### config.mk
export PLATFORM = sky130hd
export DESIGN_NAME = c8x_alu
export DESIGN_NICKNAME = d
export VERILOG_FILES = /design/src/rtl/c8x_pkg.sv /design/src/rtl/c8x_alu.sv
export SDC_FILE = /design/constraint.sdc
export NUM_CORES = 1
export LEC_CHECK = 0
export BUFFER_PORTS_ARGS = -buffer_cell sky130_fd_sc_hd__buf_2
export CAP_MARGIN = 20
export CORE_ASPECT_RATIO = 1.4
export CORE_UTILIZATION = 54
export DETAILED_ROUTE_END_ITERATION = 12
export GPL_TIMING_DRIVEN = 0
export PLACE_DENSITY = 0.82
export SYNTH_ARGS = -nofsm -noshare
export SYNTH_HDL_FRONTEND = slang
export SYNTH_SLANG_ARGS = --single-unit
### constraint.sdc
create_clock -name vclk -period 1.82
set_input_delay 0.182 -clock vclk [all_inputs]
set_output_delay 0.182 -clock vclk [all_outputs]
set_load 0.01 [all_outputs]
### src/rtl/c8x_pkg.sv
package c8x_pkg;

	localparam int STACK_ENTRIES = 16;
	localparam int MEMORY_BYTES  = 4096;
	localparam int SCREEN_WIDTH  = 64;
	localparam int SCREEN_HEIGHT = 32;

	localparam int MEM_AW = $clog2(MEMORY_BYTES);
	localparam int SCR_AW = $clog2(SCREEN_HEIGHT);
	localparam int COL_AW = $clog2(SCREEN_WIDTH);
	localparam int STK_AW = $clog2(STACK_ENTRIES);
	localparam int STK_DW = $clog2(STACK_ENTRIES + 1);

	localparam logic [11:0] FONT_BASE_RESET = 12'd80;
	localparam logic [11:0] PC_RESET        = 12'd512;

	// configuration register addresses
	localparam logic [1:0] REG_FONT_BASE = 2'd0;

	// host request codes
	localparam logic [1:0] OP_EXEC     = 2'd0;
	localparam logic [1:0] OP_MEM_WR   = 2'd1;
	localparam logic [1:0] OP_MEM_RD   = 2'd2;
	localparam logic [1:0] OP_PIXEL_RD = 2'd3;

	// fault codes
	localparam logic [1:0] FAULT_NONE       = 2'd0;
	localparam logic [1:0] FAULT_STACK_FULL = 2'd1;
	localparam logic [1:0] FAULT_STACK_EMPTY = 2'd2;

	// instruction groups (top nibble)
	localparam logic [3:0] GRP_SYS   = 4'h0;
	localparam logic [3:0] GRP_JP    = 4'h1;
	localparam logic [3:0] GRP_CALL  = 4'h2;
	localparam logic [3:0] GRP_SEQI  = 4'h3;
	localparam logic [3:0] GRP_SNEI  = 4'h4;
	localparam logic [3:0] GRP_SEQR  = 4'h5;
	localparam logic [3:0] GRP_LDI   = 4'h6;
	localparam logic [3:0] GRP_ADDI  = 4'h7;
	localparam logic [3:0] GRP_ALU   = 4'h8;
	localparam logic [3:0] GRP_SNER  = 4'h9;
	localparam logic [3:0] GRP_LDIDX = 4'hA;
	localparam logic [3:0] GRP_JPV0  = 4'hB;
	localparam logic [3:0] GRP_RND   = 4'hC;
	localparam logic [3:0] GRP_DRAW  = 4'hD;
	localparam logic [3:0] GRP_KEY   = 4'hE;
	localparam logic [3:0] GRP_FN    = 4'hF;

	localparam logic [15:0] INS_CLS = 16'h00E0;
	localparam logic [15:0] INS_RET = 16'h00EE;

	localparam logic [7:0] KEY_DOWN = 8'h9E;
	localparam logic [7:0] KEY_UP   = 8'hA1;

	localparam logic [7:0] FN_GET_DELAY = 8'h07;
	localparam logic [7:0] FN_WAIT_KEY  = 8'h0A;
	localparam logic [7:0] FN_SET_DELAY = 8'h15;
	localparam logic [7:0] FN_SET_SOUND = 8'h18;
	localparam logic [7:0] FN_ADD_IDX   = 8'h1E;
	localparam logic [7:0] FN_FONT      = 8'h29;
	localparam logic [7:0] FN_BCD       = 8'h33;
	localparam logic [7:0] FN_STORE     = 8'h55;
	localparam logic [7:0] FN_LOAD      = 8'h65;

	// 8XYN functions
	localparam logic [3:0] ALU_MOV  = 4'h0;
	localparam logic [3:0] ALU_OR   = 4'h1;
	localparam logic [3:0] ALU_AND  = 4'h2;
	localparam logic [3:0] ALU_XOR  = 4'h3;
	localparam logic [3:0] ALU_ADD  = 4'h4;
	localparam logic [3:0] ALU_SUB  = 4'h5;
	localparam logic [3:0] ALU_SHR  = 4'h6;
	localparam logic [3:0] ALU_SUBN = 4'h7;
	localparam logic [3:0] ALU_SHL  = 4'hE;

	localparam logic [3:0] FLAG_REG = 4'hF;

	typedef struct packed {
		logic [1:0]  op;
		logic [15:0] instruction;
		logic [11:0] address;
		logic [7:0]  write_data;
		logic [15:0] key_state;
		logic [7:0]  random_byte;
		logic [7:0]  delay_now;
	} req_t;

	typedef struct packed {
		logic [7:0]  read_data;
		logic [11:0] program_counter;
		logic [1:0]  fault_code;
		logic        delay_write;
		logic        sound_write;
		logic [7:0]  timer_value;
		logic        waiting_for_key;
		logic        display_changed;
	} rsp_t;

	typedef struct packed {
		logic       wr_x;
		logic [7:0] value;
		logic       wr_f;
		logic [7:0] flag;
	} alu_res_t;

	// split an 8-bit value into hundreds, tens and ones
	function automatic logic [11:0] c8x_bcd(input logic [7:0] v);
		logic [3:0]  h;
		logic [6:0]  rem;
		logic [14:0] prod;
		logic [3:0]  t;
		logic [6:0]  o;
		begin
			if (v >= 8'd200) begin
				h = 4'd2;
				rem = 7'(v - 8'd200);
			end else if (v >= 8'd100) begin
				h = 4'd1;
				rem = 7'(v - 8'd100);
			end else begin
				h = 4'd0;
				rem = v[6:0];
			end
			// rem / 10 via reciprocal, exact for rem below 100
			prod = 15'(rem) * 15'd205;
			t = prod[14:11];
			o = 7'(rem - 7'(t) * 7'd10);
			return {h, t, o[3:0]};
		end
	endfunction

endpackage

### src/rtl/c8x_alu.sv
module c8x_alu (
	input  logic [3:0]         funct,
	input  logic [7:0]         vx,
	input  logic [7:0]         vy,
	output c8x_pkg::alu_res_t  res
);
	import c8x_pkg::*;

	logic [8:0] sum;

	assign sum = {1'b0, vx} + {1'b0, vy};

	// compute the register result and the flag of an 8XYN operation
	always_comb begin
		res = '0;
		case (funct)
			ALU_MOV: begin
				res.wr_x = 1'b1;
				res.value = vy;
			end
			ALU_OR: begin
				res.wr_x = 1'b1;
				res.value = vx | vy;
				res.wr_f = 1'b1;
			end
			ALU_AND: begin
				res.wr_x = 1'b1;
				res.value = vx & vy;
				res.wr_f = 1'b1;
			end
			ALU_XOR: begin
				res.wr_x = 1'b1;
				res.value = vx ^ vy;
				res.wr_f = 1'b1;
			end
			ALU_ADD: begin
				res.wr_x = 1'b1;
				res.value = sum[7:0];
				res.wr_f = 1'b1;
				res.flag = {7'd0, sum[8]};
			end
			ALU_SUB: begin
				res.wr_x = 1'b1;
				res.value = vx - vy;
				res.wr_f = 1'b1;
				res.flag = {7'd0, vx >= vy};
			end
			ALU_SHR: begin
				res.wr_x = 1'b1;
				res.value = {1'b0, vy[7:1]};
				res.wr_f = 1'b1;
				res.flag = {7'd0, vy[0]};
			end
			ALU_SUBN: begin
				res.wr_x = 1'b1;
				res.value = vy - vx;
				res.wr_f = 1'b1;
				res.flag = {7'd0, vy >= vx};
			end
			ALU_SHL: begin
				res.wr_x = 1'b1;
				res.value = {vy[6:0], 1'b0};
				res.wr_f = 1'b1;
				res.flag = {7'd0, vy[7]};
			end
			default: begin
				res = '0;
			end
		endcase
	end

endmodule

==> metrics.yaml, run 1 <==
post-route-period-util: 1.17
path_cells: "buf_8, clkinvlp_4, ha_4, or3_4, nand3b_1, a21oi_2, xnor2_1, a221o_1, buf_2"
wire_per_inst_um: 20.0
track_usage: 0.351
drtAntennaViolNets: 0
core_um2: 3350
syn_inst: 267
clock_buffers: 0
cp_num_cells: 9
synth_xor_area_frac: 0.0185
max_freq_mhz: 468
grtUsageMet1: 0.434
crit_buf_inv: 3
p_sw_frac: 0.563
ys_top_cells_by_area: "ha_1 (22%), mux2i_1 (5.3%), inv_1 (5.0%)"
first_iter_violations: 151
die_w_um: 52.0
io_pins: 38
seq_area_um2: 0
worstPathRequired_ps: 1640
yosys.area.top_type: "ha_1"
power_switching_uw: 457
dpl.hpwl_mm: 4.83
fin_crit_ps: 2140
p_seq_frac: 0
grt_pass1_vias: 1993
leakage_uw: 0.00119
fin_ws_ps: -316
critPathLaunchType: "input pin"
synthAdderAreaFrac: 0.250
crit_path_end: "res[12]"
crit_type: "in -> out"
fin_area_um2: 2680
synth-simple-area-share: 0.237
use_met2: 0.615
ys_types: 59
synth_compound_area_frac: 0.300
cp_top_family: "simple AND/OR/NAND/NOR gates"
failed_checks: "negative setup slack"
worst_path_max_delay_cell: "or3_4"
grt_pass1_wl_mm: 9.98
syn_avg_cell_area_um2: 7.08
slowest_delay_ps: 340
setup_viol_count_final: 8
firstDrtPassIters: 5
fin_nets: 374
power_density_nw_per_um2: 303
clock_power_share: 0
antenna_found_initial: 0
cp-startpoint: "vx[1]"
rows: 25
gp_congestion: 0.938
drive_above_1_share: 0.361
slew_violations: 0
final_common_cell: "buf_2"
hold_ws_ps: 760
routed_wl_mm: 7.11
status: "finished with violations"
drc: 0
synth_top_family_by_area: "compound AO/OA/AOI/OAI gates"
initial_core_util: 0.564
grt-ovfl-total: 0
dpl-instance-area_um2: 2220
comb_power_share: 1.000
crit_path_max_fanout: 5
syn_area_um2: 1890
vias_per_cell: 6.54
seq_cells: 0
p_int_uw: 354
top_usage_layer: "met2"
area_growth_pct: 41.8
rsz0062_at_grt: "true"
die_area_um2: 3740
die_y_um: 72.0
drv_cap: 0
use_met3: 0.0231
io_buffers: 29
muxShareOfSynthArea: 0.0709
vias: 2329
diodes: 0
multi_input_area_um2: 2000
crit_path_end_kind: "output pin"
ys_seq_area_frac: 0
min_path_type: "in -> out"
vdd.ir_drop.worst_uv: 239
most-common-layout-cells: "buf_2 (29), ha_1 (25), nor2_1 (20)"
synth_top_area_frac: 0.219
n_fill_cell: 240
cp.arrival_ps: 1950
ys_warn_count: 0
grt_max_degree: 11
hold_viol: 0
## per-stage QoR
| stage | utilization | setup TNS [ps] | std cells | power (µW) | worst slack [ps] |
|---|---|---|---|---|---|
| after floorplan | - | -20.2 | 273 | 426 | -20.2 |
| after global placement | 0.663 | -3020 | 342 | 595 | -535 |
| after detailed placement | 0.663 | -3070 | 342 | 603 | -528 |
| after CTS | 0.756 | -1480 | 350 | 710 | -284 |
| after global routing | 0.800 | -2250 | 356 | 853 | -346 |
| final | 0.800 | -1920 | 356 | 810 | -316 |
## cells by family after synthesis
logic type                 after synthesis
and+or+nand+nor                         81
buffers and inverters                   49
xor gates and xnor gates                 4
AOI/OAI and AO/OA                       83
other                                    1
muxes                                   13
adders and majority gates               36
## power by group through the flow
stage | logic (µW) | registers [µW] | clock network (µW)
after floorplan | 426 | 0 | 0
after global placement | 595 | 0 | 0
after detailed placement | 603 | 0 | 0
after CTS | 710 | 0 | 0
after global routing | 853 | 0 | 0
final | 810 | 0 | 0
## cells in the mapped netlist (3+ instances only)
master	instances
ha_1	33
inv_1	25
nor2_1	20
o21ai_0	17
a21oi_1	14
nand2_1	14
mux2i_1	10
buf_2	9
buf_4	7
nand3_1	7
o22ai_1	7
a211oi_1	6
clkbuf_1	6
nand3b_1	6
nor3_1	5
a22oi_1	4
nand2b_1	4
or3_1	4
xnor2_1	4
a21o_1	3
fa_1	3
mux2_2	3
nand4_1	3
o31ai_1	3
## what timing repair did
| item | 4_1_cts | 5_1_grt |
|---|---|---|
| hold endpoints to repair | 0 | 0 |
| buffers inserted | 8 | 6 |
| hold buffers | 0 | 0 |
| resized for setup | 61 | 24 |
| endpoints found under the setup margin | 8 | 9 |
| pin swaps | 32 | 12 |
## worst min path at each step
stage,start,end,slack (ps),cells after the start
after floorplan,vy[0],res[10],560,2
after global placement,vy[0],res[10],780,4
after detailed placement,vy[0],res[10],790,4
after CTS,vy[0],res[10],740,4
after global routing,vy[0],res[10],780,4
final,vy[0],res[10],760,4
## metal layers
metal	part of all wire	up-vias
met5	0	-
li1	-	1069
met4	0.048	0
met1	0.38	1066
met2	0.50	158
met3	0.070	36
## area by class of cell
class / count / area share
Buffer: 24 / 0.0631
Inverter: 25 / 0.0467
Multi-Input combinational cell: 224 / 0.747
Tap cell: 40 / 0.0187
Timing Repair Buffer: 43 / 0.124
Note: power is estimated with default switching activity, not from simulation.
==> inputs of run 2 (changes only) <==
--- a/config.mk
+++ b/config.mk
@@ -7,11 +7,13 @@
 export LEC_CHECK = 0
 export BUFFER_PORTS_ARGS = -buffer_cell sky130_fd_sc_hd__buf_2
 export CAP_MARGIN = 20
+export CELL_PAD_IN_SITES_DETAIL_PLACEMENT = 0
+export CELL_PAD_IN_SITES_GLOBAL_PLACEMENT = 1
 export CORE_ASPECT_RATIO = 1.4
-export CORE_UTILIZATION = 54
+export CORE_UTILIZATION = 38
 export DETAILED_ROUTE_END_ITERATION = 12
 export GPL_TIMING_DRIVEN = 0
-export PLACE_DENSITY = 0.82
+export PLACE_DENSITY_LB_ADDON = 0.1
 export SYNTH_ARGS = -nofsm -noshare
 export SYNTH_HDL_FRONTEND = slang
 export SYNTH_SLANG_ARGS = --single-unit
==> run 2 against run 1 <==
- the flow still finishes with violations (negative setup slack)
- maximum frequency fell by 0.47%
- cell area up 2.5%
- first-iteration DRC count down 39%
- core utilization fell by 23 points
- routed wire length decreased by 2.8%
- global-route usage shrank 8.1 points
- critical path depth unchanged
- hold slack got worse by 12 ps
- critical endpoint is now res[16]
==> metrics.yaml, run 2 (synthesis gave the netlist of run 1 again) <==
antenna_found_initial: 0  # unchanged
comb_power_share: 1.000  # about the same
hold_ws_ps: 749  # -11.6 ps
crit_path_max_fanout: 5  # unchanged
firstDrtPassIters: 4  # -1
vias_per_cell: 5.67  # -13%
critPathLaunchType: "input pin"
slowest_delay_ps: 360  # +20 ps
hold_viol: 0  # unchanged
drc: 0  # unchanged
crit_type: "in -> out"
p_sw_frac: 0.549  # -0.0148
wire_per_inst_um: 18.0  # -9.9%
dp.cells: 366  # +7.0%
fin_crit_ps: 2150  # +10.2 ps
min_path_type: "in -> out"
power_density_nw_per_um2: 290  # -4.2%
first_iter_violations: 92  # -39%
crit_buf_inv: 3  # unchanged
worst_path_max_delay_cell: "o31a_1"
leakage_uw: 0.00121  # +1.8%
die_area_um2: 5260  # +41%
rsz0062_at_grt: "true"
clock_power_share: 0  # unchanged
crit_path_end_kind: "output pin"
fin_setup_tns_ps: -1910  # +2.11 ps
p_seq_frac: 0  # unchanged
die_y_um: 85.4  # +19%
cp_top_family: "compound AO/OA/AOI/OAI gates"
grt_pass1_vias: 2136  # +7.2%
seq_cells: 0  # unchanged
cp.arrival_ps: 1960  # about the same
gp_congestion: 0.950  # +1.3%
die_w_um: 61.6  # +18%
drtAntennaViolNets: 0  # unchanged
final_cells: 384  # +7.9%
initial_core_util: 0.393  # -0.171
cts_hold_buffers: 0  # unchanged
vdd.ir_drop.worst_uv: 161  # -33%
status: "finished with violations"
diodes: 0  # unchanged
grt-ovfl-total: 0  # unchanged
area_growth_pct: 45.3
setup_viol_count_final: 8  # unchanged
drv_cap: 0  # unchanged
fin_ws_ps: -327  # -10.2 ps
failed_checks: "negative setup slack"
finalPower_uw: 795  # -1.9%
drive_above_1_share: 0.363  # +0.00174
path_cells: "buf_8, clkinvlp_4, ha_4, nor3_2, o31a_1, o311ai_1, nand3b_1, a211o_1, buf_2"
io_buffers: 29  # unchanged
core_um2: 4800  # +44%
track_usage: 0.270  # -0.0813
worstPathRequired_ps: 1640  # about the same
routed_wl_mm: 6.91  # -2.8%
power_switching_uw: 436  # -4.5%
seq_area_um2: 0  # unchanged
grt_max_degree: 11  # unchanged
p_int_uw: 359  # +1.5%
final_common_cell: "buf_2"
most-common-layout-cells: "buf_2 (28), buf_4 (26), ha_1 (24)"
post-route-period-util: 1.18  # +0.00558
fin_nets: 378  # +1.1%
dpl.hpwl_mm: 5.36  # +11%
n_fill_cell: 497  # +110%
io_pins: 38  # unchanged
vias: 2179  # -6.4%
pre_cts_ws_ps: -619  # -90.8 ps
max_freq_mhz: 466  # -0.47%
slew_violations: 0  # unchanged
grt_pass1_wl_mm: 10.7  # +6.9%
clock_buffers: 0  # unchanged
rows: 30  # +20%
-- run 2: cell count changes in the layout (fill, tap and decap cells not counted), sizes merged --
| cell | delta |
|---|---|
| buf | +5 |
| clkbuf | -1 |
-- run 2: timing repair --
action | in CTS | in global routing
gates resized for setup | 66 | 14
buffers inserted | 16 | 2
pin swaps | 32 | 12
setup endpoints to repair | 8 | 9
-- run 2: area by class of cell --
cell class | count | area [µm²] | share of cell area
inverter | 25 | 125 | 0.0456
buffer | 24 | 165 | 0.0602
timing repair buffer | 47 | 372 | 0.135
tap | 64 | 80.1 | 0.0292
multi-input combinational | 224 | 2000 | 0.730
-- run 2: power groups by stage --
stage                     Clock (µW)  Combinational, µW  Sequential, µW
after floorplan                    0                426               0
after global placement             0                613               0
after global routing               0                858               0
after detailed placement           0                614               0
after CTS                          0                754               0
final                              0                795               0
-- run 2: final timing paths --
path	end	depth (start not counted)	startpoint	slack [ps]
worst min-delay path	res[10]	4	vy[0]	750
worst max-delay path	res[16]	9	vx[1]	-330
-- run 2: through the flow --
stage / area (µm²) / util
final: 2750 / 0.571
after global routing: 2750 / 0.571
after CTS: 2680 / 0.558
after detailed placement: 2250 / 0.468
after global placement: 2250 / 0.468
after floorplan: 2020 / -
-- run 2: layer usage --
layer / track usage / up-vias / wire length (µm)
li1: - / 1071 / -
met3: 0.00762 / 16 / 227
met5: 0 / - / 0
met4: 0.0869 / 0 / 231
met1: 0.331 / 1038 / 2800
met2: 0.485 / 54 / 3660
==> inputs of run 3 (changes only) <==
--- a/config.mk
+++ b/config.mk
@@ -10,10 +10,10 @@
 export CELL_PAD_IN_SITES_DETAIL_PLACEMENT = 0
 export CELL_PAD_IN_SITES_GLOBAL_PLACEMENT = 1
 export CORE_ASPECT_RATIO = 1.4
-export CORE_UTILIZATION = 38
+export CORE_UTILIZATION = 42
 export DETAILED_ROUTE_END_ITERATION = 12
 export GPL_TIMING_DRIVEN = 0
-export PLACE_DENSITY_LB_ADDON = 0.1
+export PLACE_DENSITY = 0.94
 export SYNTH_ARGS = -nofsm -noshare
 export SYNTH_HDL_FRONTEND = slang
 export SYNTH_SLANG_ARGS = --single-unit
==> constraint.sdc (replaced) <==
create_clock -name vclk -period 2.2
set_input_delay 0.22 -clock vclk [all_inputs]
set_output_delay 0.22 -clock vclk [all_outputs]
set_load 0.01 [all_outputs]
==> run 3 against run 2 <==
- count of clock-buffer cells in the layout unchanged
- critical path type unchanged
- sequential cell count unchanged
- critical endpoint unchanged
- global-route usage about the same
- sequential share of layout area unchanged
- largest power group unchanged
- cell count decreased by 2.6%
- core utilization increased by 3.0 points
- first-iteration DRC count increased by 140%
- worst setup slack improved by 290 ps
- die area decreased by 9.3%
- the flow still finishes with violations (negative setup slack)
- cell area decreased by 6.3%
- combinational power decreased by 24%
==> metrics.yaml, run 3 (synthesis gave the netlist of run 1 again) <==
status: "finished with violations"
failed_checks: "negative setup slack"
fin_nets: 372  # -1.6%
relSlewSlack: 0.657
drive_above_1_share: 0.338  # -0.0249
track_usage: 0.269  # -0.000305
fin_ws_ps: -33.1  # +293 ps
fin_area_um2: 2570  # -6.3%
p_seq_frac: 0  # unchanged
clock_buffers: 0  # unchanged
hold_viol: 0  # unchanged
slew_violations: 0  # unchanged
grt_max_degree: 11  # unchanged
p_sw_frac: 0.571  # +0.0225
antenna_found_initial: 0  # unchanged
vdd.ir_drop.worst_uv: 133  # -17%
area_growth_pct: 36.1
cp.arrival_ps: 2010  # +50 ps
worstPathRequired_ps: 1980  # +340 ps
crit_path_max_fanout: 4  # -1
critPathLaunchType: "input pin"
worstHoldStart: "vy[0]"
grt_pass1_vias: 2063  # -3.4%
most-common-layout-cells: "buf_2 (31), ha_1 (25), buf_4 (23)"
rows: 28  # -6.7%
grt_pass1_wl_mm: 9.99  # -6.3%
rsz0062_at_grt: "true"
post-route-period-util: 1.02
cts_hold_buffers: 0  # unchanged
drtAntennaViolNets: 0  # unchanged
vias_per_cell: 6.11  # +7.8%
core_um2: 4270  # -11%
routed_wl_mm: 6.58  # -4.8%
fin_crit_ps: 2230
max_freq_mhz: 448
min_path_type: "in -> out"
final_common_cell: "buf_2"
dpl-instance-area_um2: 2130  # -5.2%
crit_type: "in -> out"
wire_per_inst_um: 17.6  # -2.3%
die_w_um: 58.7  # -4.7%
grt-ovfl-total: 0  # unchanged
setup_viol_count_final: 2  # -6
diodes: 0  # unchanged
crit_path_end_kind: "output pin"
firstDrtPassIters: 5  # +1
leakage_uw: 0.00115  # -5.3%
seq_cells: 0  # unchanged
first_iter_violations: 217  # +140%
drc: 0  # unchanged
drv_cap: 0  # unchanged
die_area_um2: 4770  # -9.3%
vias: 2287  # +5.0%
io_buffers: 29  # unchanged
initial_core_util: 0.442  # +0.0488
power_switching_uw: 347  # -20%
postLayoutCoreUtil: 0.602  # +0.0302
cp-startpoint: "vx[2]"
clock_power_share: 0  # unchanged
tightestPinTransition_ps: 514
gp_congestion: 0.974  # +2.5%
p_int_uw: 261  # -27%
power_density_nw_per_um2: 237  # -18%
seq_area_um2: 0  # unchanged
die_y_um: 81.4  # -4.8%
comb_power_share: 1.000  # about the same
dpl.hpwl_mm: 4.73  # -12%
io_pins: 38  # unchanged
run 3: changes by cell type in the layout (fill, tap and decap cells not counted), sizes merged:
cell,delta
clkinvlp,-3
buf,-7
clkbuf,+1
inv,+3
run 3: path summary, 6_finish.rpt:
path  endpoint  slack [ps]  depth (start not counted)
max    res[16]         -30                         10
min    res[10]         850                          4
run 3: stage by stage:
step	setup slack (ps)	cells	hold slack (ps)	setup TNS [ps]	total power, µW
finish	-33.1	374	852	-41.3	608
detailed placement	-326	362	886	-1430	462
floorplan	164	273	631	0	323
global placement	-293	362	877	-1270	459
CTS	8.45	367	848	0	545
global route	-192	374	891	-541	653
run 3: critical path, stage by stage:
cell	delay, ps
buf_8	80
inv_4	30
ha_4	270
and2b_2	240
o31a_1	350
buf_4	160
o311ai_4	200
nand3b_1	100
a211o_1	220
buf_2	140
run 3: cell type report:
type	instances	area, µm²
buffer	24	156
fill	406	1700
timing repair buffer	41	273
inverter	25	109
tap	60	75.1
multi-input combinational	224	1960
run 3: routing by layer:
layer / global-route usage / wire [µm]
met1: 0.319 / 2510
met2: 0.491 / 3310
met3: 0.0127 / 481
met4: 0.124 / 277
met5: 0 / 0
run 3: power groups by stage:
stage	Combinational [µW]	Sequential [µW]	Clock, µW
global placement	459	0	0
global route	653	0	0
detailed placement	462	0	0
finish	608	0	0
CTS	545	0	0
floorplan	323	0	0
run 3: repair_timing:
action | CTS | global route
pin swaps | 14 | 12
buffers inserted | 5 | 7
resized for setup | 51 | 29
hold endpoints to repair | 0 | 0
endpoints found under the setup margin | 6 | 8
